--- config.mk ---
export PLATFORM = sky130hd
export DESIGN_NAME = bbls_out_fifo
export DESIGN_NICKNAME = d
export VERILOG_FILES = /design/src/hdl/bbls_pkg.sv /design/src/hdl/bbls_out_fifo.sv
export SDC_FILE = /design/constraint.sdc
export NUM_CORES = 1
export LEC_CHECK = 0
export ABC_AREA = 1
export BUFFER_PORTS_ARGS = -buffer_cell sky130_fd_sc_hd__buf_2
export CAP_MARGIN = 30
export CORE_UTILIZATION = 50
export DETAILED_ROUTE_END_ITERATION = 10
export PLACE_DENSITY = 0.77
export SYNTH_ARGS = -nofsm -noshare
export SYNTH_HDL_FRONTEND = slang
export SYNTH_SLANG_ARGS = --single-unit
--- constraint.sdc ---
create_clock -name clk -period 3.3 [get_ports clk]
set_input_delay 0.33 -clock clk [delete_from_list [all_inputs] [get_ports clk]]
set_output_delay 0.33 -clock clk [all_outputs]
set_load 0.03 [all_outputs]
--- src/hdl/bbls_pkg.sv ---
// Shared types and constants of the 3x3 mean blur and Laplacian sharpening unit.
package bbls_pkg;

  localparam int unsigned PIX_W      = 8;
  localparam int unsigned MAX_WIDTH  = 1024;
  localparam int unsigned MAX_HEIGHT = 4096;
  localparam int unsigned COL_W      = $clog2(MAX_WIDTH);
  localparam int unsigned ROW_W      = $clog2(MAX_HEIGHT);
  localparam int unsigned WREG_W     = 11;
  localparam int unsigned HREG_W     = 13;
  localparam int unsigned CFG_IDX_W  = 2;
  localparam int unsigned CFG_DATA_W = 13;
  localparam int unsigned RING_W     = 11;
  localparam int unsigned SUM_W      = 12;
  localparam int unsigned LINE_W     = 2 * PIX_W;
  localparam int unsigned FIFO_DEPTH = 4;
  localparam int unsigned FIFO_AW    = $clog2(FIFO_DEPTH);
  localparam int unsigned FIFO_CW    = FIFO_AW + 1;

  localparam logic [12:0] MEAN_RECIP = 13'd7282;
  localparam int unsigned MEAN_SHIFT = 16;
  localparam logic [PIX_W-1:0] PIX_MAX = 8'd255;

  typedef enum logic [CFG_IDX_W-1:0] {
    CFG_MODE   = 2'd0,
    CFG_WIDTH  = 2'd1,
    CFG_HEIGHT = 2'd2
  } cfg_reg_t;

  typedef enum logic {
    MODE_MEAN    = 1'b0,
    MODE_SHARPEN = 1'b1
  } filt_mode_t;

  typedef struct packed {
    logic [PIX_W-1:0] pixel_in;
    logic             drain;
  } in_beat_t;

  typedef struct packed {
    logic [PIX_W-1:0] pixel_out;
    logic             frame_last;
  } out_beat_t;

  typedef struct packed {
    logic             emit;
    logic             border;
    logic             last;
    filt_mode_t       mode;
    logic [COL_W-1:0] col;
    logic [PIX_W-1:0] pixel;
  } tag_t;

endpackage

--- src/hdl/bbls_out_fifo.sv ---
// Output queue that decouples the result channel from the pixel pipeline.
module bbls_out_fifo (
  input  logic                           clk,
  input  logic                           rst_n,
  input  logic                           push,
  input  bbls_pkg::out_beat_t            push_data,
  input  logic                           pop,
  output logic                           not_empty,
  output bbls_pkg::out_beat_t            head,
  output logic [bbls_pkg::FIFO_CW-1:0]   count
);

  bbls_pkg::out_beat_t                mem [bbls_pkg::FIFO_DEPTH];
  logic [bbls_pkg::FIFO_AW-1:0]       wr_ptr_r, wr_ptr_nxt;
  logic [bbls_pkg::FIFO_AW-1:0]       rd_ptr_r, rd_ptr_nxt;
  logic [bbls_pkg::FIFO_CW-1:0]       count_r, count_nxt;

  always_comb begin
    wr_ptr_nxt = push ? wr_ptr_r + bbls_pkg::FIFO_AW'(1) : wr_ptr_r;
    rd_ptr_nxt = pop ? rd_ptr_r + bbls_pkg::FIFO_AW'(1) : rd_ptr_r;
    count_nxt  = count_r + bbls_pkg::FIFO_CW'(push) - bbls_pkg::FIFO_CW'(pop);
  end

  always_ff @(posedge clk) begin
    if (!rst_n) begin
      wr_ptr_r <= '0;
      rd_ptr_r <= '0;
      count_r  <= '0;
    end else begin
      wr_ptr_r <= wr_ptr_nxt;
      rd_ptr_r <= rd_ptr_nxt;
      count_r  <= count_nxt;
    end
  end

  always_ff @(posedge clk) begin
    if (push) begin
      mem[wr_ptr_r] <= push_data;
    end
  end

  assign not_empty = (count_r != '0);
  assign head      = mem[rd_ptr_r];
  assign count     = count_r;

endmodule

==> out/results.md <==
| Step | Result | Value |
|---|---|---|
| drt | WL per Instance | 12.5 um |
| clocking | Post CTS Setup Buffer Count | 0 |
| clocking | Clock Path Buffers | 2 |
| placement | Cell area after placement | 2030 um^2 |
| critical path | Required time of the critical path | 2970 ps |
| synthesis | Post-synth top area cell | edfxtp_1 |
| layout | Filler-free cell count of the finished design | 233 |
| sta | Worst Max-Slew Pin Slew | 686 ps |
| synthesis | Count of flip-flops with a built-in enable after synthesis | 36 |
| status | Result of the run | finished clean |
| clocking | Hold buffer count at CTS | 0 |
| synthesis | Post-synthesis cell type count | 16 |
| sta | Total negative slack | 0 ps |
| clocking | CTS tree | done |
| sta | Final-report max-slew violation count | 0 |
| layout | Post-route standard cell area excluding fillers | 2160 um^2 |
| sta | Maximum clock skew at final layout | 5.76 ps |
| drt | Detailed Route WL | 2.92 mm |
| critical path | Worst EP arrival | 1590 ps |
| hold path | Critical hold path startpoint | push_data[3] |
| power and ir drop | IR Drop Worst-Case VDD | 0.000393 V |
| layout | Fraction of layout cells with a size suffix above 1 | 19.8% |
| synthesis | Proportion of register bits with asynchronous set or reset after synthesis | 0% |
| sta | Setup repair after global routing missed its margin | no |
| synthesis | Main area contributors after synthesis | edfxtp_1 57%, dfxtp_1 9.6%, inv_1 6.6% |
| layout | Util after Layout | 62.2% |
| power and ir drop | Power density normalized to cell area | 615 nW/um^2 |
| layout | Number of nets in the final layout | 206 |
| drt | Number of design rule violations left after detail routing | 0 |
| grt | Antenna violations before repair | 0 |
| clocking | H-Tree Depth | 2 |
| synthesis | Fraction of post-synthesis cell area in the top cell type by area | 57.3% |
| floorplan | I/O pins | 26 |
| power and ir drop | Lkg Pwr | 0.928 nW |
| synthesis | Yosys warning count | 0 |
| sta | Final setup violation count | 0 |
| placement | RD Place Congestion | 0.755 |
| drt | Via density per instance | 4.93 |
| grt | Via count of the first global-routing pass | 1095 |
| clocking | Post-cts repair resize count | 0 |
| layout | Synth-to-layout area growth | 14.4% |
| layout | FF/Latch Area | 1260 um^2 |
| synthesis | Seq/Total Area, Yosys | 66.9% |
| sta | Hold violation count in the final report | 0 |
| critical path | CP Capture Type | primary output |
| synthesis | Flip-flop and latch count after synthesis | 45 |
| synthesis | Post-synth design cell area | 1890 um^2 |
| layout | Filler cell count | 282 |
| critical path | RR Startpoint | count[0] |
| critical path | CP delay by family, top | flip-flops |
| critical path | Largest stage delay, worst path | 770 ps |
| clocking | Buffer cell driving the clock tree root | clkbuf_8 |
| layout | Antenna cells | 0 |
| job | Number of max-capacitance violations reported | 0 |
| floorplan | Overall die area | 4020 um^2 |
| floorplan | Die Wd | 63.4 um |
| floorplan | Rows | 21 |
| grt | Total grt overflow | 0 |
| floorplan | DIE HEIGHT | 63.4 um |
| hold path | Worst hold-check path type | input pin to register |
| sta | F_max | 521 MHz |
| placement | Placed cell count | 225 |
| synthesis | Post-synthesis net count | 179 |
| sta | Fin Hold WS | 240 ps |
| grt | Largest net degree at the start of global routing | 25 |
| sta | Relative max-transition margin | 54.2% |
| clocking | Clock-pin transition on the worst setup and hold timing paths | 80 ps |
| critical path | Cell with the biggest individual delay on the critical path | dfxtp_1 |
| drt | Iter 0 DRT Violations | 80 |
| synthesis | Synth Instances | 159 |
| critical path | Worst setup SP type | register |
| drt | Router iterations before antenna repair | 4 |
| sta | Post-route clock period utilization | 58.2% |
| grt | Global-route wire length before repair | 4.80 mm |
| critical path | Bufs and invs on worst path | 1 |
| critical path | Maximum fanout count along the critical path | 18 |
| layout | Combined area of the multi-input logic cells | 433 um^2 |
| critical path | Start-to-end type of the worst setup path | register to primary output |
| synthesis | Top FF cell, synth | edfxtp_1 |
| drt | Vias after detailed routing | 1148 |
| placement | Final HPWL DP | 2.02 mm |
| synthesis | Syn_area_per_cell | 11.9 um^2 |
| floorplan | Initial standard-cell utilization of the core | 54.4% |
| clocking | Number of sinks driven by the clock tree | 45 |
| floorplan | Area of the placeable core | 3470 um^2 |
| placement | Count of buffers from port buffering | 25 |
| clocking | Total CTS buffers | 5 |
| clocking | Insertion delay of the later-clocked pin in the worst-skew pair | 300 ps |
| drt | Antenna-violating nets left | 0 |
| grt | Total routing usage reported by global routing | 16.8% |
| critical path | Sequence of cells on the critical path | o211ai_1, nand2_1, buf_2 |
| sta | Clock period minus worst slack | 1920 ps |
==> layout make-up <==
cell class                      instances  area share, %
Timing Repair Buffer                   26           7.08
Tap cell                               46           2.67
Sequential cell                        45           58.5
Clock inverter                          2           1.62
Inverter                               33           5.74
Clock buffer                            6           4.35
Multi-Input combinational cell         75           20.1
==> power breakdown <==
part           switching, mW  total (mW)  leakage, nW  internal (mW)
Combinational          0.145       0.211        0.457         0.0659
Clock                  0.178       0.448       0.0663          0.270
Sequential            0.0205       0.667        0.405          0.647
==> state kept, by name, summed over array words and instances (netlist names), named ones only <==
register and cells:
mem 36, count 3, rd_ptr_r 2, wr_ptr_r 2
==> cell usage after synthesis (2+ instances only) <==
master     n
edfxtp_1  36
a21oi_2    3
o21ai_0   10
o211ai_1   9
a21oi_1   12
o21ai_1    3
nand2_1   28
nand3_1    2
dfxtp_1    9
ha_1       6
buf_6      4
inv_1     33
==> layer usage <==
| layer | vias to the layer above | routed length, um | track usage (%) |
|---|---|---|---|
| met5 | - | 0 | 0 |
| met4 | 0 | 55 | 7.67 |
| met3 | 5 | 151 | 6.34 |
| met2 | 23 | 1680 | 30.6 |
| met1 | 540 | 1040 | 16.6 |
| li1 | 580 | - | - |
==> final timing paths <==
check	end	slack (ps)	depth (start not counted)
setup / recovery	head[8]	1380	3
setup reg to reg	count[2]	1730	7
hold / removal	mem[2][3]	240	1
hold reg to reg	rd_ptr_r[0]	490	1
==> kinds of logic after synthesis <==
family / Yosys count / synth area share (%)
AOI/OAI and AO/OA: 37 / 11.6
adders and majority gates: 7 / 5.04
and+or+nand+nor: 31 / 6.30
DFF: 45 / 66.9
buffers and inverters: 39 / 10.2
==> layout by cell type, fill, tap and decap left out <==
cell type,count
bufinv_16,1
dfxtp_1,9
inv_1,33
clkbuf_8,5
clkinv_2,1
a21oi_1,12
clkbuf_16,1
buf_2,25
nand3_1,2
nand2_1,28
o21ai_0,10
o21ai_1,3
nor2_1,1
edfxtp_1,36
o211ai_1,9
fa_1,1
a21oi_2,3
buf_16,1
ha_1,6
==> metrics by stage <==
step / total power [mW] / worst slack [ps]
6_report: 1.33 / 1380
5_1_grt: 1.38 / 1220
4_1_cts: 1.34 / 1340
3_5_place_dp: 0.894 / 1650
3_3_place_gp: 0.872 / 1440
2_1_floorplan: 0.831 / 1600
No activity file was read; power rests on OpenSTA's default activity.
