**config.mk**
```make
export PLATFORM = sky130hd
export DESIGN_NAME = bbls_seq
export DESIGN_NICKNAME = d
export VERILOG_FILES = /design/src/hdl/bbls_pkg.sv /design/src/hdl/bbls_seq.sv
export SDC_FILE = /design/constraint.sdc
export NUM_CORES = 1
export LEC_CHECK = 0
export BUFFER_PORTS_ARGS = -buffer_cell sky130_fd_sc_hd__buf_4
export CAP_MARGIN = 40
export CORE_MARGIN = 2
export CORE_UTILIZATION = 44
export CTS_CLUSTER_SIZE = 30
export DETAILED_ROUTE_END_ITERATION = 6
export SYNTH_ARGS = -nofsm -noshare
export SYNTH_HDL_FRONTEND = slang
export SYNTH_SLANG_ARGS = --single-unit
```
**constraint.sdc**
```tcl
create_clock -name clk -period 10.1 [get_ports clk]
set_clock_uncertainty 0.15 [all_clocks]
set_input_delay 2.02 -clock clk [delete_from_list [all_inputs] [get_ports clk]]
set_output_delay 2.02 -clock clk [all_outputs]
set_load 0.05 [all_outputs]
```
**src/hdl/bbls_pkg.sv**
```systemverilog
// Shared types and constants of the 3x3 mean blur and Laplacian sharpening unit.
package bbls_pkg;

  localparam int unsigned PIX_W      = 8;
  localparam int unsigned MAX_WIDTH  = 1024;
  localparam int unsigned MAX_HEIGHT = 4096;
  localparam int unsigned COL_W      = $clog2(MAX_WIDTH);
  localparam int unsigned ROW_W      = $clog2(MAX_HEIGHT);
  localparam int unsigned WREG_W     = 11;
  localparam int unsigned HREG_W     = 13;
  localparam int unsigned CFG_IDX_W  = 2;
  localparam int unsigned CFG_DATA_W = 13;
  localparam int unsigned RING_W     = 11;
  localparam int unsigned SUM_W      = 12;
  localparam int unsigned LINE_W     = 2 * PIX_W;
  localparam int unsigned FIFO_DEPTH = 4;
  localparam int unsigned FIFO_AW    = $clog2(FIFO_DEPTH);
  localparam int unsigned FIFO_CW    = FIFO_AW + 1;

  localparam logic [12:0] MEAN_RECIP = 13'd7282;
  localparam int unsigned MEAN_SHIFT = 16;
  localparam logic [PIX_W-1:0] PIX_MAX = 8'd255;

  typedef enum logic [CFG_IDX_W-1:0] {
    CFG_MODE   = 2'd0,
    CFG_WIDTH  = 2'd1,
    CFG_HEIGHT = 2'd2
  } cfg_reg_t;

  typedef enum logic {
    MODE_MEAN    = 1'b0,
    MODE_SHARPEN = 1'b1
  } filt_mode_t;

  typedef struct packed {
    logic [PIX_W-1:0] pixel_in;
    logic             drain;
  } in_beat_t;

  typedef struct packed {
    logic [PIX_W-1:0] pixel_out;
    logic             frame_last;
  } out_beat_t;

  typedef struct packed {
    logic             emit;
    logic             border;
    logic             last;
    filt_mode_t       mode;
    logic [COL_W-1:0] col;
    logic [PIX_W-1:0] pixel;
  } tag_t;

endpackage

```
**src/hdl/bbls_seq.sv**
```systemverilog
// Configuration registers and raster position tracking at the input beat.
module bbls_seq (
  input  logic                             clk,
  input  logic                             rst_n,
  input  logic                             cfg_valid,
  input  logic [bbls_pkg::CFG_IDX_W-1:0]   cfg_index,
  input  logic [bbls_pkg::CFG_DATA_W-1:0]  cfg_data,
  input  logic                             in_fire,
  input  bbls_pkg::in_beat_t               in_data,
  output logic                             tag_valid,
  output bbls_pkg::tag_t                   tag
);

  logic                          mode_r, mode_nxt;
  logic [bbls_pkg::WREG_W-1:0]   w_r, w_nxt;
  logic [bbls_pkg::HREG_W-1:0]   h_r, h_nxt;
  logic [bbls_pkg::COL_W-1:0]    in_col_r, in_col_nxt;
  logic [bbls_pkg::COL_W-1:0]    out_col_r, out_col_nxt;
  logic [bbls_pkg::ROW_W-1:0]    out_row_r, out_row_nxt;
  logic [bbls_pkg::WREG_W-1:0]   lead_r, lead_nxt;

  logic [bbls_pkg::WREG_W-1:0]   cfg_w;
  logic [bbls_pkg::HREG_W-1:0]   cfg_h;
  logic                          skip, emit, col_wrap, out_col_end, out_row_end, last;

  always_comb begin
    cfg_w = cfg_data[bbls_pkg::WREG_W-1:0];
    if (cfg_w < bbls_pkg::WREG_W'(3)) begin
      cfg_w = bbls_pkg::WREG_W'(3);
    end else if (cfg_w > bbls_pkg::WREG_W'(bbls_pkg::MAX_WIDTH)) begin
      cfg_w = bbls_pkg::WREG_W'(bbls_pkg::MAX_WIDTH);
    end
    cfg_h = cfg_data[bbls_pkg::HREG_W-1:0];
    if (cfg_h < bbls_pkg::HREG_W'(3)) begin
      cfg_h = bbls_pkg::HREG_W'(3);
    end else if (cfg_h > bbls_pkg::HREG_W'(bbls_pkg::MAX_HEIGHT)) begin
      cfg_h = bbls_pkg::HREG_W'(bbls_pkg::MAX_HEIGHT);
    end
  end

  always_comb begin
    skip        = in_data.drain && (lead_r == '0);
    emit        = (lead_r == (w_r + bbls_pkg::WREG_W'(1)));
    col_wrap    = ((bbls_pkg::WREG_W'(in_col_r) + bbls_pkg::WREG_W'(1)) >= w_r);
    out_col_end = (bbls_pkg::WREG_W'(out_col_r) == (w_r - bbls_pkg::WREG_W'(1)));
    out_row_end = (bbls_pkg::HREG_W'(out_row_r) == (h_r - bbls_pkg::HREG_W'(1)));
    last        = out_col_end && out_row_end;

    tag_valid   = in_fire && !skip;
    tag.emit    = emit;
    tag.border  = (out_row_r == '0) || out_row_end || (out_col_r == '0) || out_col_end;
    tag.last    = last;
    tag.mode    = bbls_pkg::filt_mode_t'(mode_r);
    tag.col     = in_col_r;
    tag.pixel   = in_data.drain ? '0 : in_data.pixel_in;
  end

  always_comb begin
    mode_nxt    = mode_r;
    w_nxt       = w_r;
    h_nxt       = h_r;
    in_col_nxt  = in_col_r;
    out_col_nxt = out_col_r;
    out_row_nxt = out_row_r;
    lead_nxt    = lead_r;
    if (cfg_valid) begin
      unique case (cfg_index)
        bbls_pkg::CFG_MODE: begin
          mode_nxt = cfg_data[0];
        end
        bbls_pkg::CFG_WIDTH: begin
          w_nxt       = cfg_w;
          in_col_nxt  = '0;
          out_col_nxt = '0;
          out_row_nxt = '0;
          lead_nxt    = '0;
        end
        bbls_pkg::CFG_HEIGHT: begin
          h_nxt       = cfg_h;
          in_col_nxt  = '0;
          out_col_nxt = '0;
          out_row_nxt = '0;
          lead_nxt    = '0;
        end
        default: begin
        end
      endcase
    end else if (tag_valid) begin
      in_col_nxt = col_wrap ? '0 : in_col_r + bbls_pkg::COL_W'(1);
      if (!emit) begin
        lead_nxt = lead_r + bbls_pkg::WREG_W'(1);
      end else if (in_data.drain && last) begin
        in_col_nxt  = '0;
        out_col_nxt = '0;
        out_row_nxt = '0;
        lead_nxt    = '0;
      end else if (out_col_end) begin
        out_col_nxt = '0;
        out_row_nxt = out_row_end ? '0 : out_row_r + bbls_pkg::ROW_W'(1);
      end else begin
        out_col_nxt = out_col_r + bbls_pkg::COL_W'(1);
      end
    end
  end

  always_ff @(posedge clk) begin
    if (!rst_n) begin
      mode_r    <= bbls_pkg::MODE_MEAN;
      w_r       <= bbls_pkg::WREG_W'(1024);
      h_r       <= bbls_pkg::HREG_W'(1024);
      in_col_r  <= '0;
      out_col_r <= '0;
      out_row_r <= '0;
      lead_r    <= '0;
    end else begin
      mode_r    <= mode_nxt;
      w_r       <= w_nxt;
      h_r       <= h_nxt;
      in_col_r  <= in_col_nxt;
      out_col_r <= out_col_nxt;
      out_row_r <= out_row_nxt;
      lead_r    <= lead_nxt;
    end
  end

endmodule

```
==> impl_metrics.csv <==
group,metric,value,unit
synth,synth_area_leader_cell,"dfxtp_1",
grt,track_usage,23.0,%
power_and_ir_drop,peakVddDrop,84.0,uV
clock_tree,cts_max_path_buffers,2,
synth,synth_top_family_by_area,"simple AND/OR/NAND/NOR gates",
grt,grt_start_max_net_pins,34,
clock_tree,clk_pin_slew,0.07,ns
final_layout,design_area,5490,um^2
worst_setup_path,critPathKind,"reg -> out",
detailed_routing,drc,0,
floorplan,die_area,11900,um^2
hold_path,hp-class,"reg -> reg",
synth,seq_area_frac_synth,28.0,%
place,place_congestion,0.880,
timing,max_freq,0.188,GHz
synth,synth_top_cell_area_share,28.0,%
synth,synth.area.mux_share,0.412,%
worst_setup_path,cp.arrival,3.15,ns
detailed_routing,ant_nets,0,
clock_tree,cts_buffers,9,
floorplan,rows,38,
worst_setup_path,crit_fanout,15,
detailed_routing,drtIter0Drc,249,
floorplan,die_w,109,um
synth,synth_xor_area_share,9.54,%
final_layout,finalNetCount,690,
final_layout,fillers,1036,
place,buffer_ports.inserted,50,
worst_setup_path,crit_required,7.93,ns
timing,final_hold_viol_count,0,
place,detailed_place.area,5290,um^2
clock_tree,post_cts_buffers,0,
clock_tree,clk_latency,0.36,ns
detailed_routing,routedWlPerCell,16.4,um
synth,synth_top_cells_by_area,"dfxtp_1, ha_1, xnor2_1, nor2b_1, xor2_1",
synth,synth-edff-count,0,
worst_setup_path,cpMostUsedCell,"buf_4",
clock_tree,htreeDepth,3,
timing,tns,0,ns
timing,period_share,52.6,%
timing,min_period,5.32,ns
synth,synthAdderAreaFrac,6.17,%
timing,rsz0062_at_grt,"no",
synth,synth_flop_cell,"dfxtp_1",
detailed_routing,vias_per_cell,5.78,
grt,grt_overflow,0,
synth,synthesis.instances,612,
worst_setup_path,slowest_stage,"or4_1",
floorplan,io_pins,51,
timing,tightestPinTransition,0.782,ns
grt,grt_pass1_vias,4320,
detailed_routing,wirelength,12.8,mm
synth,ys_warn_count,0,
synth,synthSimpleGateAreaFrac,29.3,%
final_layout,syn_to_final_growth,12.9,%
power_and_ir_drop,finalPower,603,uW
grt,grt_pass1_wl,21.5,mm
grt,antenna_found_initial,0,
worst_setup_path,max_stage_delay,0.54,ns
synth,synth_compound_area_share,19.8,%
synth,synthArstFlopShare,0,%
final_layout,drive_gt1_share,12.8,%
synth,synth_nets,664,
clock_tree,clock_tree.root_cell,"clkbuf_8",
timing,slew_headroom,46.5,%
worst_setup_path,crit_path_start_kind,"flop",
worst_setup_path,path_cells,"inv_1 > ha_1 > or4b_1 > nor4_1 > nor3_1 > a31oi_1 > a2111oi_4 > buf_4 > or4_1 > buf_4",
timing,setup_violations,0,
clock_tree,cts.repair.resized,0,
power_and_ir_drop,powerDensity,110,nW/um^2
floorplan,fp.dieH,109,um
final_layout,diodes,0,
status,status,"finished clean",
synth,synth_area,4860,um^2
detailed_routing,vias,4529,
run,drv_cap,0,
clock_tree,cts_tree,"built",
clock_tree,cts.sinks,68,
floorplan,initial_utilization,45.1,%
worst_setup_path,rrSetupSlack,6.42,ns
place,dp_hpwl,9.61,mm
clock_tree,ctsHoldBuffers,0,
worst_setup_path,worstSetupEndpointType,"primary output",
timing,slew_viol_final,0,
floorplan,core,10800,um^2
synth,ys_types,66,
synth,avgSynthCellArea,7.95,um^2
synth,ys_seq_elements,68,
power_and_ir_drop,leakagePower,0.00214,uW
detailed_routing,first_pass_iters,6,
metal layers:
metal	global-route usage, %	wire length [um]
met1	29.2	5750
met2	37.9	6300
met3	4.78	552
met4	9.25	227
met5	0	0
registers in the layout, indices dropped and copies added, names as in the netlist:
register,cells
h_r,13
lead_r,11
w_r,11
out_row_r,12
in_col_r,10
out_col_r,10
mode_r,1
power by group:
group	switching (uW)	internal [uW]	leakage, uW
Combinational	52.9	35.5	0.00148
Sequential	7.62	272	0.000549
Clock	108	127	0.000102
cells in the final DEF, fill, tap and decap left out, drive strengths merged, types with 5 or more instances in the layout:
cell type / synthesis / routed
nand4: 9 / 9
inv: 42 / 42
nor2: 29 / 29
ha: 24 / 24
o31ai: 25 / 25
a22o: 6 / 6
o221ai: 9 / 9
and2: 5 / 5
nor2b: 32 / 32
or3: 9 / 9
clkbuf: 32 / 12
xnor2: 31 / 31
a21oi: 25 / 25
o21ai: 12 / 12
nor4: 16 / 16
nand2b: 5 / 5
nand3: 26 / 26
or4: 14 / 14
nand2: 43 / 43
a22oi: 15 / 15
nor4b: 6 / 6
xor2: 22 / 22
nor3b: 12 / 12
buf: 8 / 55
and3: 14 / 14
dfxtp: 68 / 68
nor3: 21 / 21
a21o: 5 / 5
cells by family (layout without fill, tap and decap cells):
kind of cell | Yosys count | in the layout
mux | 2 | 2
xor+xnor | 53 | 53
fa+ha+maj | 24 | 24
simple gates | 252 | 252
compound gates | 131 | 131
buf+inv | 82 | 113
flops | 68 | 68
Yosys cell counts, drive strengths merged, types with 6 or more instances:
library cell,number
dfxtp,68
nand2,43
inv,42
clkbuf,32
nor2b,32
xnor2,31
nor2,29
nand3,26
a21oi,25
o31ai,25
ha,24
xor2,22
nor3,21
nor4,16
a22oi,15
and3,14
or4,14
nor3b,12
o21ai,12
nand4,9
o221ai,9
or3,9
buf,8
a22o,6
nor4b,6
worst max-delay path: cells and delay by family (launching register included):
kind,cells,cell delay [ns]
compound gates,2,0.38
simple gates,4,1.34
flops,1,0.35
buf+inv,3,0.51
fa+ha+maj,1,0.20
path summary, 6_finish.rpt:
check | startpoint | to | cells past startpoint
setup / recovery | h_r[0] | tag[20] | 10
hold / removal | mode_r | mode_r | 2
setup reg to reg | w_r[0] | out_col_r[2] | 11
hold reg to reg | mode_r | mode_r | 2
metrics by stage:
stage | hold WS [ns] | setup slack, ns | util, % | instances
final | 0.335 | 4.78 | 50.9 | 783
after global routing | 0.374 | 4.60 | 50.9 | 783
after detailed placement | 0.329 | 4.96 | 49.0 | 767
after global placement | 0.309 | 5.02 | 48.8 | 764
after floorplan | 0.294 | 5.01 | - | 612
after CTS | 0.344 | 4.76 | 50.9 | 783
cell type report:
class	instances	area [um^2]	area share, %
clock buffers	12	155	2.82
clock inverters	4	47.5	0.865
inverters	42	158	2.87
multi-input cells	462	3180	57.9
flip-flops and latches	68	1360	24.8
well taps	140	175	3.19
repair buffers	55	417	7.58
No activity file was read; power rests on OpenSTA's default activity.
