--- src/hdl/bbls_pkg.sv ---
// Shared types and constants of the 3x3 mean blur and Laplacian sharpening unit.
package bbls_pkg;

  localparam int unsigned PIX_W      = 8;
  localparam int unsigned MAX_WIDTH  = 1024;
  localparam int unsigned MAX_HEIGHT = 4096;
  localparam int unsigned COL_W      = $clog2(MAX_WIDTH);
  localparam int unsigned ROW_W      = $clog2(MAX_HEIGHT);
  localparam int unsigned WREG_W     = 11;
  localparam int unsigned HREG_W     = 13;
  localparam int unsigned CFG_IDX_W  = 2;
  localparam int unsigned CFG_DATA_W = 13;
  localparam int unsigned RING_W     = 11;
  localparam int unsigned SUM_W      = 12;
  localparam int unsigned LINE_W     = 2 * PIX_W;
  localparam int unsigned FIFO_DEPTH = 4;
  localparam int unsigned FIFO_AW    = $clog2(FIFO_DEPTH);
  localparam int unsigned FIFO_CW    = FIFO_AW + 1;

  localparam logic [12:0] MEAN_RECIP = 13'd7282;
  localparam int unsigned MEAN_SHIFT = 16;
  localparam logic [PIX_W-1:0] PIX_MAX = 8'd255;

  typedef enum logic [CFG_IDX_W-1:0] {
    CFG_MODE   = 2'd0,
    CFG_WIDTH  = 2'd1,
    CFG_HEIGHT = 2'd2
  } cfg_reg_t;

  typedef enum logic {
    MODE_MEAN    = 1'b0,
    MODE_SHARPEN = 1'b1
  } filt_mode_t;

  typedef struct packed {
    logic [PIX_W-1:0] pixel_in;
    logic             drain;
  } in_beat_t;

  typedef struct packed {
    logic [PIX_W-1:0] pixel_out;
    logic             frame_last;
  } out_beat_t;

  typedef struct packed {
    logic             emit;
    logic             border;
    logic             last;
    filt_mode_t       mode;
    logic [COL_W-1:0] col;
    logic [PIX_W-1:0] pixel;
  } tag_t;

endpackage

--- src/hdl/bbls_filter.sv ---
// Window update with line store write back, and the mean and sharpening arithmetic.
module bbls_filter (
  input  logic                            clk,
  input  logic                            rst_n,
  input  logic                            tag_valid,
  input  bbls_pkg::tag_t                  tag,
  input  logic [bbls_pkg::LINE_W-1:0]     line_rd,
  output logic                            line_wr_en,
  output logic [bbls_pkg::COL_W-1:0]      line_wr_addr,
  output logic [bbls_pkg::LINE_W-1:0]     line_wr_data,
  output logic                            b_emit,
  output logic                            res_valid,
  output bbls_pkg::out_beat_t             res
);

  logic                        b_valid_r;
  bbls_pkg::tag_t              b_tag_r;
  logic [bbls_pkg::PIX_W-1:0]  win_r [6];

  logic                        c_valid_r;
  logic [bbls_pkg::RING_W-1:0] c_ring_r;
  logic [bbls_pkg::PIX_W-1:0]  c_centre_r;
  logic                        c_border_r;
  logic                        c_last_r;
  bbls_pkg::filt_mode_t        c_mode_r;

  logic [bbls_pkg::PIX_W-1:0]  top, mid;
  logic [bbls_pkg::RING_W-1:0] ring;

  logic [bbls_pkg::SUM_W-1:0]  total;
  logic [24:0]                 prod;
  logic signed [12:0]          lap;
  logic [bbls_pkg::PIX_W-1:0]  lap_c;
  logic [bbls_pkg::PIX_W:0]    diff;
  logic [bbls_pkg::PIX_W-1:0]  value;

  always_comb begin
    top  = line_rd[bbls_pkg::LINE_W-1:bbls_pkg::PIX_W];
    mid  = line_rd[bbls_pkg::PIX_W-1:0];
    ring = bbls_pkg::RING_W'(win_r[0]) + bbls_pkg::RING_W'(win_r[1])
         + bbls_pkg::RING_W'(win_r[2]) + bbls_pkg::RING_W'(win_r[3])
         + bbls_pkg::RING_W'(win_r[5]) + bbls_pkg::RING_W'(top)
         + bbls_pkg::RING_W'(mid)      + bbls_pkg::RING_W'(b_tag_r.pixel);
    line_wr_en   = b_valid_r;
    line_wr_addr = b_tag_r.col;
    line_wr_data = {mid, b_tag_r.pixel};
    b_emit       = b_valid_r && b_tag_r.emit;
  end

  always_ff @(posedge clk) begin
    if (!rst_n) begin
      b_valid_r <= 1'b0;
      c_valid_r <= 1'b0;
      for (int i = 0; i < 6; i++) begin
        win_r[i] <= '0;
      end
    end else begin
      b_valid_r <= tag_valid;
      c_valid_r <= b_emit;
      if (b_valid_r) begin
        win_r[0] <= win_r[3];
        win_r[1] <= win_r[4];
        win_r[2] <= win_r[5];
        win_r[3] <= top;
        win_r[4] <= mid;
        win_r[5] <= b_tag_r.pixel;
      end
    end
  end

  always_ff @(posedge clk) begin
    if (tag_valid) begin
      b_tag_r <= tag;
    end
    if (b_valid_r) begin
      c_ring_r   <= ring;
      c_centre_r <= win_r[4];
      c_border_r <= b_tag_r.border;
      c_last_r   <= b_tag_r.last;
      c_mode_r   <= b_tag_r.mode;
    end
  end

  always_comb begin
    total = bbls_pkg::SUM_W'(c_ring_r) + bbls_pkg::SUM_W'(c_centre_r);
    prod  = 25'(total) * 25'(bbls_pkg::MEAN_RECIP);
    lap   = $signed({2'b00, c_ring_r}) - $signed({2'b00, c_centre_r, 3'b000});
    if (lap[12]) begin
      lap_c = '0;
    end else if (lap > 13'sd255) begin
      lap_c = bbls_pkg::PIX_MAX;
    end else begin
      lap_c = lap[bbls_pkg::PIX_W-1:0];
    end
    diff = {1'b0, c_centre_r} - {1'b0, lap_c};
    unique case (c_mode_r)
      bbls_pkg::MODE_MEAN: begin
        value = c_border_r ? bbls_pkg::PIX_MAX
                           : prod[bbls_pkg::MEAN_SHIFT +: bbls_pkg::PIX_W];
      end
      bbls_pkg::MODE_SHARPEN: begin
        if (c_border_r) begin
          value = c_centre_r;
        end else begin
          value = diff[bbls_pkg::PIX_W] ? '0 : diff[bbls_pkg::PIX_W-1:0];
        end
      end
      default: begin
        value = '0;
      end
    endcase
    res_valid      = c_valid_r;
    res.pixel_out  = value;
    res.frame_last = c_last_r;
  end

endmodule

--- config.mk ---
export PLATFORM = sky130hd
export DESIGN_NAME = bbls_filter
export DESIGN_NICKNAME = d
export VERILOG_FILES = /design/src/hdl/bbls_pkg.sv /design/src/hdl/bbls_filter.sv
export SDC_FILE = /design/constraint.sdc
export NUM_CORES = 1
export LEC_CHECK = 0
export BUFFER_PORTS_ARGS = -buffer_cell sky130_fd_sc_hd__buf_4
export CORE_MARGIN = 2
export CORE_UTILIZATION = 57
export CTS_BUF_LIST = sky130_fd_sc_hd__clkbuf_8
export DETAILED_ROUTE_END_ITERATION = 8
export HOLD_SLACK_MARGIN = 0.08
export PLACE_DENSITY = 0.8
export SETUP_SLACK_MARGIN = 0.4
export SLEW_MARGIN = 30
export SYNTH_ARGS = -nofsm -noshare
export SYNTH_HDL_FRONTEND = slang
export SYNTH_SLANG_ARGS = --single-unit
--- constraint.sdc ---
create_clock -name clk -period 6.5 [get_ports clk]
set_input_delay 0.65 -clock clk [delete_from_list [all_inputs] [get_ports clk]]
set_output_delay 0.65 -clock clk [all_outputs]
set_load 0.1 [all_outputs]
==> Implementation_results.wiki, run 1 <==
{| class="wikitable"
! Metric !! Value
|-
| Number of port buffers || roughly 80
|-
| Worst hold path startpoint || tag[4]
|-
| Detail-routed net length per standard cell || 18.6 µm
|-
| Setup repair after global routing missed its margin || yes
|-
| Final count of negative-setup-slack endpoints || 8
|-
| Remaining antenna violation count || 0
|-
| Clk sinks || 94
|-
| Total I/O pin count || approximately 80
|-
| Most common cell after layout, fill and taps aside || buf_4
|-
| Total nets after synthesis || 964
|-
| Post-route fraction of the period consumed by the critical path || 113%
|-
| Worst setup margin || -870 ps
|-
| Number of standard cells after synthesis || 748
|-
| Violated checks || setup timing
|-
| Mean cell area of the mapped netlist || 11.3 µm²
|-
| Length in cells of the worst reg-to-reg path || 18
|-
| Async SR Flop Fraction || 0%
|-
| Worst flop-to-flop path endpoint || c_ring_r[10]
|-
| Max cap viols || 0
|-
| Library cell used as clock root buffer || clkbuf_8
|-
| Maximum fanout count along the critical path || 3
|-
| Net total in the final layout || about 1100
|-
| First-pass iteration count of the detailed router || 5
|-
| Wire length of the first global-routing pass || about 33000 µm
|-
| Detailed-route via count || ~6200
|-
| Total global routing track utilization || 26.2%
|-
| Reg-to-Reg Start || win_r[1][1]
|-
| Last weighted congestion value of the routability-driven placer || 0.909
|-
| Clk Latency, worst-skew pair || 380 ps
|-
| Total inserted antenna cells || 0
|-
| Most used cells in the layout excluding fill and tap cells || buf_4, inv_1, edfxtp_1
|-
| Number of synthesized flops with an enable pin || between 90 and 100
|-
| Number of design-rule violations left by the first detailed-router iteration || 333
|-
| Crit. End Element || output pin
|-
| Number of instances in the placed design || between 1000 and 1500
|-
| Core Box Area || roughly 15000 µm²
|-
| Effective utilization at floorplan || between 50% and 60%
|-
| Sequential cell area || ~2800 µm²
|-
| Max Transition Viols Final || 0
|-
| Share of cells above drive strength 1 || between 30% and 40%
|-
| Total standard cell area after synthesis || between 8000 and 9000 µm²
|-
| Clock tree from TritonCTS || yes
|-
| Worst endpoint data arrival time || 6720 ps
|-
| Sequential element share of the synthesized area || between 30% and 40%
|-
| Number of buffers inserted during clock tree synthesis || 9
|-
| Remaining Overflow, GRT || 0
|-
| Chip Height || 126 µm
|-
| Reg clk slew, reported paths || about 100 ps
|-
| Detailed Place HPWL || 15200 µm
|-
| Number of unique standard cell types used by synthesis || 67
|-
| Reg2reg setup slack || around 2100 ps
|-
| Non-filler instance count after layout || between 1000 and 1500
|-
| Via count of the first global-routing pass || ~6800
|-
| Fill cell count || approximately 940
|-
| Post-Route Utilization || between 70% and 80%
|-
| Critical path type || reg -> out
|-
| Most instantiated flip-flop cell in the synthesis netlist || edfxtp_1
|-
| Max transition margin || 55.0%
|-
| Area occupied by multi-input gates || 5540 µm²
|-
| Post-synthesis sequential element count || 94
|-
| Area added between synthesis and finish || 25.9%
|-
| Setup Skew || between 10 and 15 ps
|-
| Core Rows || 44
|-
| Result of the run || complete, but fails checks
|-
| Count of warnings emitted by yosys || 0
|-
| Maximum operating frequency || about 140 MHz
|-
| Time the worst path needs with I/O delays and setup || 7370 ps
|-
| Drt total wl || between 20000 and 25000 µm
|-
| Endpoint, Worst Hold || line_wr_data[4]
|-
| Critical path required time || 5850 ps
|-
| Crit start category || flop
|-
| Die area || approximately 16000 µm²
|-
| Die boundary width || 126 µm
|-
| Post-DR vias/cell || between 5 and 6
|-
| Final Hold Vio Count || 0
|-
| Slew at the pin with the worst max-slew slack || a little under 700 ps
|-
| H-Tree Level Count || 3
|-
| Largest net degree at the start of global routing || between 70 and 80
|-
| Cells on Worst Hold Path || 1
|-
| Antenna violations before repair || 0
|-
| Class of the tightest hold or removal check || in -> reg
|-
| Number of design rule violations left after detail routing || 0
|-
| Number of buffers on the longest clock path || 2
|}
-- metal layers --
layer	wire [µm]	track usage (%)
met5	0	0
met4	429	7.89
met3	827	4.21
met2	10600	46.0
met1	8330	33.6
-- kinds of logic (layout without fill, tap and decap cells) --
kind of cell / after synthesis / in the layout / synth area share, %
fa+ha+maj: 175 / 175 / 32.4
buf+inv: 151 / 301 / 8.25
simple gates: 150 / 150 / 9.93
compound gates: 137 / 137 / 11.5
flops: 94 / 94 / 33.2
xor+xnor: 37 / 37 / 4.28
mux: 4 / 4 / 0.474
-- how the worst max path moves through the flow --
stage,slack (ps),cells past startpoint,to,startpoint
after CTS,-670,26,res[5],c_centre_r[0]
after detailed placement,-470,28,res[8],c_centre_r[0]
after global routing,-1050,28,res[5],c_centre_r[0]
after floorplan,-500,25,res[7],c_centre_r[0]
after global placement,-260,26,res[5],c_centre_r[0]
final,-870,26,res[5],c_ring_r[0]
-- what timing repair did --
item	CTS	global route
hold buffers	0	0
setup endpoints to repair	8	8
hold endpoints to repair	0	0
resized for setup	75	23
pin swaps	35	18
buffers inserted	16	5
-- flip-flops by register name, summed over array words and instances (netlist names) --
name and count:
win_r 48, c_border_r 1, b_tag_r 4, line_wr_addr 10, c_mode_r 1, c_last_r 1, res_valid 1, c_centre_r 8
c_ring_r 11, line_wr_data 8, line_wr_en 1
-- synthesized netlist by cell type (2+ instances only) --
library cell  number  area share, %
ha_1             102             15
inv_1            101            4.5
edfxtp_1          92             33
fa_1              73             17
and3_1            53            3.9
a21oi_1           30            1.8
buf_4             27            2.4
nand2_1           25            1.1
xnor2_1           25            2.6
a21o_1            24            2.1
nor2_1            22           0.98
clkbuf_1          17           0.75
o21ai_0           14           0.83
o21a_1            10           0.89
xor2_1            10            1.0
nand2b_1           9           0.67
nor2b_1            7           0.52
o32ai_1            7           0.73
or2_2              6           0.44
a22oi_1            5           0.44
nand3_1            5           0.30
o21bai_1           5           0.44
a21boi_0           4           0.36
a31oi_1            4           0.30
mux2i_1            4           0.47
nand4_1            4           0.30
nor3_1             4           0.24
o211ai_1           4           0.36
a311oi_1           3           0.31
and2_1             3           0.22
o32a_1             3           0.36
or3_1              3           0.22
a32o_1             2           0.24
a41oi_1            2           0.21
clkbuf_8           2           0.33
dfxtp_1            2           0.47
nor3b_1            2           0.18
o2111ai_1          2           0.21
o22ai_1            2           0.15
o31a_1             2           0.21
-- through the flow --
| stage | setup TNS (ps) | area (µm²) | hold WS, ps | setup slack [ps] |
|---|---|---|---|---|
| floorplan | -1840 | 8600 | 400 | -496 |
| global placement | -1170 | 9730 | 402 | -255 |
| detailed placement | -2550 | 9740 | 416 | -473 |
| CTS | -3890 | 10500 | 421 | -667 |
| global route | -6980 | 10600 | 422 | -1050 |
| finish | -5470 | 10600 | 438 | -870 |
-- worst max-delay path: stages (launching register included) --
cell	delay, ps
edfxtp_1	430
ha_2	220
fa_2	390
a21o_1	200
a21oi_4	180
o21bai_2	110
a21bo_2	240
a221o_1	330
a22oi_2	230
xor2_1	130
ha_1	330
inv_2	50
fa_1	510
inv_2	40
fa_1	490
inv_1	60
fa_1	500
inv_2	50
ha_4	220
a21o_1	180
a21o_1	170
a211o_1	310
a21oi_4	200
a21oi_1	100
a311o_1	330
a21oi_4	170
buf_12	190
-- area by class of cell --
type	count	share of cell area [%]
repair buffers	183	14.1
inverters	102	3.60
multi-input cells	503	52.0
flip-flops and latches	94	26.3
clock inverters	7	0.564
well taps	184	2.16
clock buffers	9	1.16
Power of run 1 is left out: the tool's default activity adds up to more than one toggle a clock period on the data nets, which glitch-free logic cannot reach.
==> run 2: changes to the inputs <==
==> constraint.sdc (replaced) <==
create_clock -name clk -period 6.5 [get_ports clk]
set_input_delay 0.325 -clock clk [delete_from_list [all_inputs] [get_ports clk]]
set_output_delay 0.325 -clock clk [all_outputs]
set_load 0.1 [all_outputs]
==> Implementation_results.wiki, run 2 (synthesis results as in run 1) <==
{| class="wikitable"
! Metric !! Value
|-
| Worst setup margin || -560 ps
|-
| Violated checks || setup timing
|-
| Remaining antenna violation count || 0
|-
| Last weighted congestion value of the routability-driven placer || a little under 0.9
|-
| Remaining Overflow, GRT || 0
|-
| Worst endpoint data arrival time || roughly 6700 ps
|-
| First-pass iteration count of the detailed router || 5
|-
| Drt total wl || roughly 18000 µm
|-
| Slew at the pin with the worst max-slew slack || ~680 ps
|-
| Slowest stage cell, crit path || fa_1
|-
| Core Box Area || approximately 15000 µm²
|-
| Net total in the final layout || around 1100
|-
| Final count of negative-setup-slack endpoints || 8
|-
| Die area || ~16000 µm²
|-
| Clk sinks || 94
|-
| Number of buffers on the longest clock path || 2
|-
| Time the worst path needs with I/O delays and setup || about 7000 ps
|-
| Critical path required time || 6170 ps
|-
| Post-route fraction of the period consumed by the critical path || 109%
|-
| Antenna violations before repair || 0
|-
| Number of design rule violations left after detail routing || 0
|-
| Share of cells above drive strength 1 || approximately a quarter
|-
| Setup Skew || 9.03 ps
|-
| Wire length of the first global-routing pass || around 30000 µm
|-
| Total inserted antenna cells || 0
|-
| Detailed-route via count || about 6000
|-
| Max FFs per register || 48
|-
| Crit start category || flop
|-
| Critical path type || reg -> out
|-
| Library cell used as clock root buffer || clkbuf_8
|-
| Clk Latency, worst-skew pair || 390 ps
|-
| Effective utilization at floorplan || 58.2%
|-
| Largest stage delay on the critical path || 530 ps
|-
| Maximum operating frequency || approximately 140 MHz
|-
| Reg clk slew, reported paths || around 100 ps
|-
| Detail-routed net length per standard cell || approximately 18 µm
|-
| Max transition margin || between 50% and 60%
|-
| Total I/O pin count || 79
|-
| Die boundary width || 126 µm
|-
| Maximum fanout count along the critical path || 3
|-
| Number of port buffers || between 70 and 80
|-
| Most used cells in the layout excluding fill and tap cells || buf_4, inv_1, edfxtp_1
|-
| Hold buffer count at CTS || 0
|-
| Via count of the first global-routing pass || about 6300
|-
| Core Rows || 44
|-
| Crit. End Element || output pin
|-
| Class of the tightest hold or removal check || in -> reg
|-
| Area added between synthesis and finish || 19.4%
|-
| Max cap viols || 0
|-
| Non-filler instance count after layout || between 1000 and 1500
|-
| Most flop-heavy register || win_r
|-
| Result of the run || complete, but fails checks
|-
| Max Transition Viols Final || 0
|-
| Total global routing track utilization || approximately a quarter
|-
| Number of design-rule violations left by the first detailed-router iteration || roughly 350
|-
| Clock tree from TritonCTS || yes
|-
| Detailed Place HPWL || around 14000 µm
|-
| H-Tree Level Count || 3
|-
| Number of buffers inserted during clock tree synthesis || 9
|-
| Number of instances in the placed design || ~1000
|-
| Largest net degree at the start of global routing || 75
|-
| Chip Height || ~130 µm
|-
| Final Hold Vio Count || 0
|-
| Most common cell after layout, fill and taps aside || buf_4
|-
| Setup repair after global routing missed its margin || yes
|-
| Placement Setup Slack || -125 ps
|-
| Post-DR vias/cell || between 5 and 6
|}
run 2: cell count changes in the layout (fill, tap and decap cells not counted), sizes merged:
cell and change:
clkinv -1, buf -57, inv +1
run 2: final cells by class:
type | count | area, µm²
multi-input combinational | 503 | 5430
fill | 1007 | 4440
sequential | 94 | 2800
timing repair buffer | 126 | 1050
inverter | 102 | 383
tap | 184 | 230
clock buffer | 9 | 124
clock inverter | 7 | 63.8
run 2: worst paths after layout:
kind	startpoint	end	slack (ps)	cells past startpoint
setup reg to reg	line_wr_data[1]	c_ring_r[10]	2110	16
hold reg to reg	b_tag_r[18]	c_mode_r	440	0
setup / recovery	c_centre_r[0]	res[8]	-560	29
hold / removal	tag[6]	line_wr_data[6]	110	1
run 2: stage by stage:
step	TNS (ps)	instance area, µm²	hold WS, ps	util (%)
6_report	-2510	10100	106	69.4
5_1_grt	-4180	10100	82.2	69.4
4_1_cts	-1530	10000	82.0	68.8
3_5_place_dp	-167	9380	421	64.6
3_3_place_gp	0	9380	401	64.5
2_1_floorplan	-340	8590	400	-
run 2: per-layer routing:
layer,global-route usage (%),wire [µm]
met1,31.1,7700
met2,40.8,9340
met3,4.21,723
met4,6.14,253
met5,0,0
run 2: worst max-delay path, delay by kind of cell (launching register included):
family,cells,cell delay (ps)
buf+inv,8,810
flops,1,410
xor+xnor,2,250
simple gates,2,460
fa+ha+maj,8,2850
compound gates,9,1580
run 2: timing repair:
action | in CTS | in global routing
buffers inserted | 9 | 2
setup endpoints to repair | 8 | 8
resized for setup | 62 | 13
pin swaps | 26 | 10
Power of run 2 is left out for the same reason.
==> run 3: changes to the inputs <==
--- a/config.mk
+++ b/config.mk
@@ -12,7 +12,8 @@
 export DETAILED_ROUTE_END_ITERATION = 8
 export HOLD_SLACK_MARGIN = 0.08
 export PLACE_DENSITY = 0.8
-export SETUP_SLACK_MARGIN = 0.4
+export RECOVER_POWER = 25
+export SETUP_SLACK_MARGIN = 0.15
 export SLEW_MARGIN = 30
 export SYNTH_ARGS = -nofsm -noshare
 export SYNTH_HDL_FRONTEND = slang
==> Implementation_results.wiki, run 3 (synthesis results as in run 1) <==
{| class="wikitable"
! Metric !! Value
|-
| Largest stage delay on the critical path || approximately 500 ps
|-
| Drt total wl || 18600 µm
|-
| Setup repair after global routing missed its margin || yes
|-
| Class of the tightest hold or removal check || in -> reg
|-
| Clk Latency, worst-skew pair || between 300 and 400 ps
|-
| Post-route fraction of the period consumed by the critical path || 107%
|-
| Core Box Area || between 10000 and 15000 µm²
|-
| Via count of the first global-routing pass || between 6000 and 7000
|-
| Reg clk slew, reported paths || around 100 ps
|-
| Total inserted antenna cells || 0
|-
| Time the worst path needs with I/O delays and setup || between 6000 and 7000 ps
|-
| Core Rows || 44
|-
| Detail-routed net length per standard cell || ~18 µm
|-
| First-pass iteration count of the detailed router || 5
|-
| Most used cells in the layout excluding fill and tap cells || inv_1, edfxtp_1, buf_4
|-
| Result of the run || complete, but fails checks
|-
| Hold buffer count at CTS || 0
|-
| Net total in the final layout || 1054
|-
| Number of instances in the placed design || a little under 1000
|-
| Maximum fanout count along the critical path || 3
|-
| Most flop-heavy register || win_r
|-
| Number of port buffers || 78
|-
| Antenna violations before repair || 0
|-
| Number of buffers inserted during clock tree synthesis || 9
|-
| Library cell used as clock root buffer || clkbuf_8
|-
| Last weighted congestion value of the routability-driven placer || 0.917
|-
| Area added between synthesis and finish || 20.9%
|-
| Detailed-route via count || between 5000 and 6000
|-
| Critical path required time || around 6000 ps
|-
| Die boundary width || between 100 and 150 µm
|-
| Slew at the pin with the worst max-slew slack || ~1200 ps
|-
| Setup Skew || about 12 ps
|-
| Number of design-rule violations left by the first detailed-router iteration || approximately 400
|-
| Maximum operating frequency || about 140 MHz
|-
| Max Transition Viols Final || 0
|-
| Total global routing track utilization || around a quarter
|-
| Worst endpoint data arrival time || around 6600 ps
|-
| Max FFs per register || 48
|-
| Most common cell after layout, fill and taps aside || inv_1
|-
| Worst setup margin || -454 ps
|-
| Number of design rule violations left after detail routing || 0
|-
| Final count of negative-setup-slack endpoints || 8
|-
| Wire length of the first global-routing pass || 30000 µm
|-
| Chip Height || 126 µm
|-
| Max transition margin || 16.7%
|-
| Violated checks || setup timing
|-
| Max cap viols || 0
|-
| Remaining Overflow, GRT || 0
|-
| Post-DR vias/cell || roughly 5.8
|-
| Remaining antenna violation count || 0
|-
| Non-filler instance count after layout || between 1000 and 1500
|-
| Share of cells above drive strength 1 || between 20% and 30%
|-
| Effective utilization at floorplan || 58.2%
|-
| Largest net degree at the start of global routing || 75
|-
| Critical path type || reg -> out
|-
| Die area || 15800 µm²
|-
| Clk sinks || 94
|-
| Crit. End Element || output pin
|-
| Clock tree from TritonCTS || yes
|-
| Slowest stage cell, crit path || fa_1
|-
| Final Hold Vio Count || 0
|-
| Detailed Place HPWL || 13900 µm
|-
| Number of buffers on the longest clock path || 2
|-
| Crit start category || flop
|-
| Total I/O pin count || 79
|-
| H-Tree Level Count || 3
|}
run 3: changes by cell type in the layout (fill, tap and decap cells not counted), sizes merged:
cell,change
clkinv,+1
clkinvlp,+1
clkbuf,+23
inv,-2
buf,-21
run 3: cell type report:
| cell class | instances | area, µm² |
|---|---|---|
| well taps | 184 | 230 |
| repair buffers | 128 | 1090 |
| flip-flops and latches | 94 | 2800 |
| inverters | 102 | 383 |
| fillers | 1010 | 4310 |
| multi-input cells | 503 | 5550 |
| clock buffers | 9 | 124 |
| clock inverters | 7 | 47.5 |
run 3: worst max-delay path: cells and delay by family, from the launching register on:
kind / cells / cell delay (ps)
AOI/OAI and AO/OA: 13 / 2700
DFF: 1 / 450
buffers and inverters: 5 / 360
xor gates and xnor gates: 1 / 130
adders and majority gates: 7 / 2590
run 3: timing repair:
| item | 4_1_cts | 5_1_grt |
|---|---|---|
| pin swaps | 30 | 26 |
| resized for setup | 68 | 34 |
| setup endpoints to repair | 8 | 8 |
| setup buffers | 19 | 4 |
run 3: final timing paths:
path / start / slack, ps / cells after the start / to
max: c_ring_r[0] / -450 / 26 / res[5]
min: tag[4] / 130 / 1 / line_wr_data[4]
max reg2reg: line_wr_data[1] / 2070 / 16 / c_ring_r[10]
min reg2reg: b_tag_r[19] / 420 / 0 / c_last_r
run 3: routing by layer:
metal	track usage, %	vias to the layer above	share of wire, %
met5	0	-	0
met4	6.98	0	1.7
met3	3.82	32	4.7
met2	41.1	158	51
met1	31.0	2976	42
li1	-	2785	-
run 3: per-stage QoR:
step	hold WS [ps]	cell area, µm²	TNS (ps)	setup WS (ps)	utilization, %
after global placement	401	9280	0	15.2	63.9
after floorplan	400	8580	-340	-171	-
after global routing	114	10200	-3970	-632	70.3
final	131	10200	-2530	-454	70.3
after detailed placement	405	9290	-292	-143	63.9
after CTS	97.6	10000	-1940	-378	69.0
Power of run 3 is left out for the same reason.
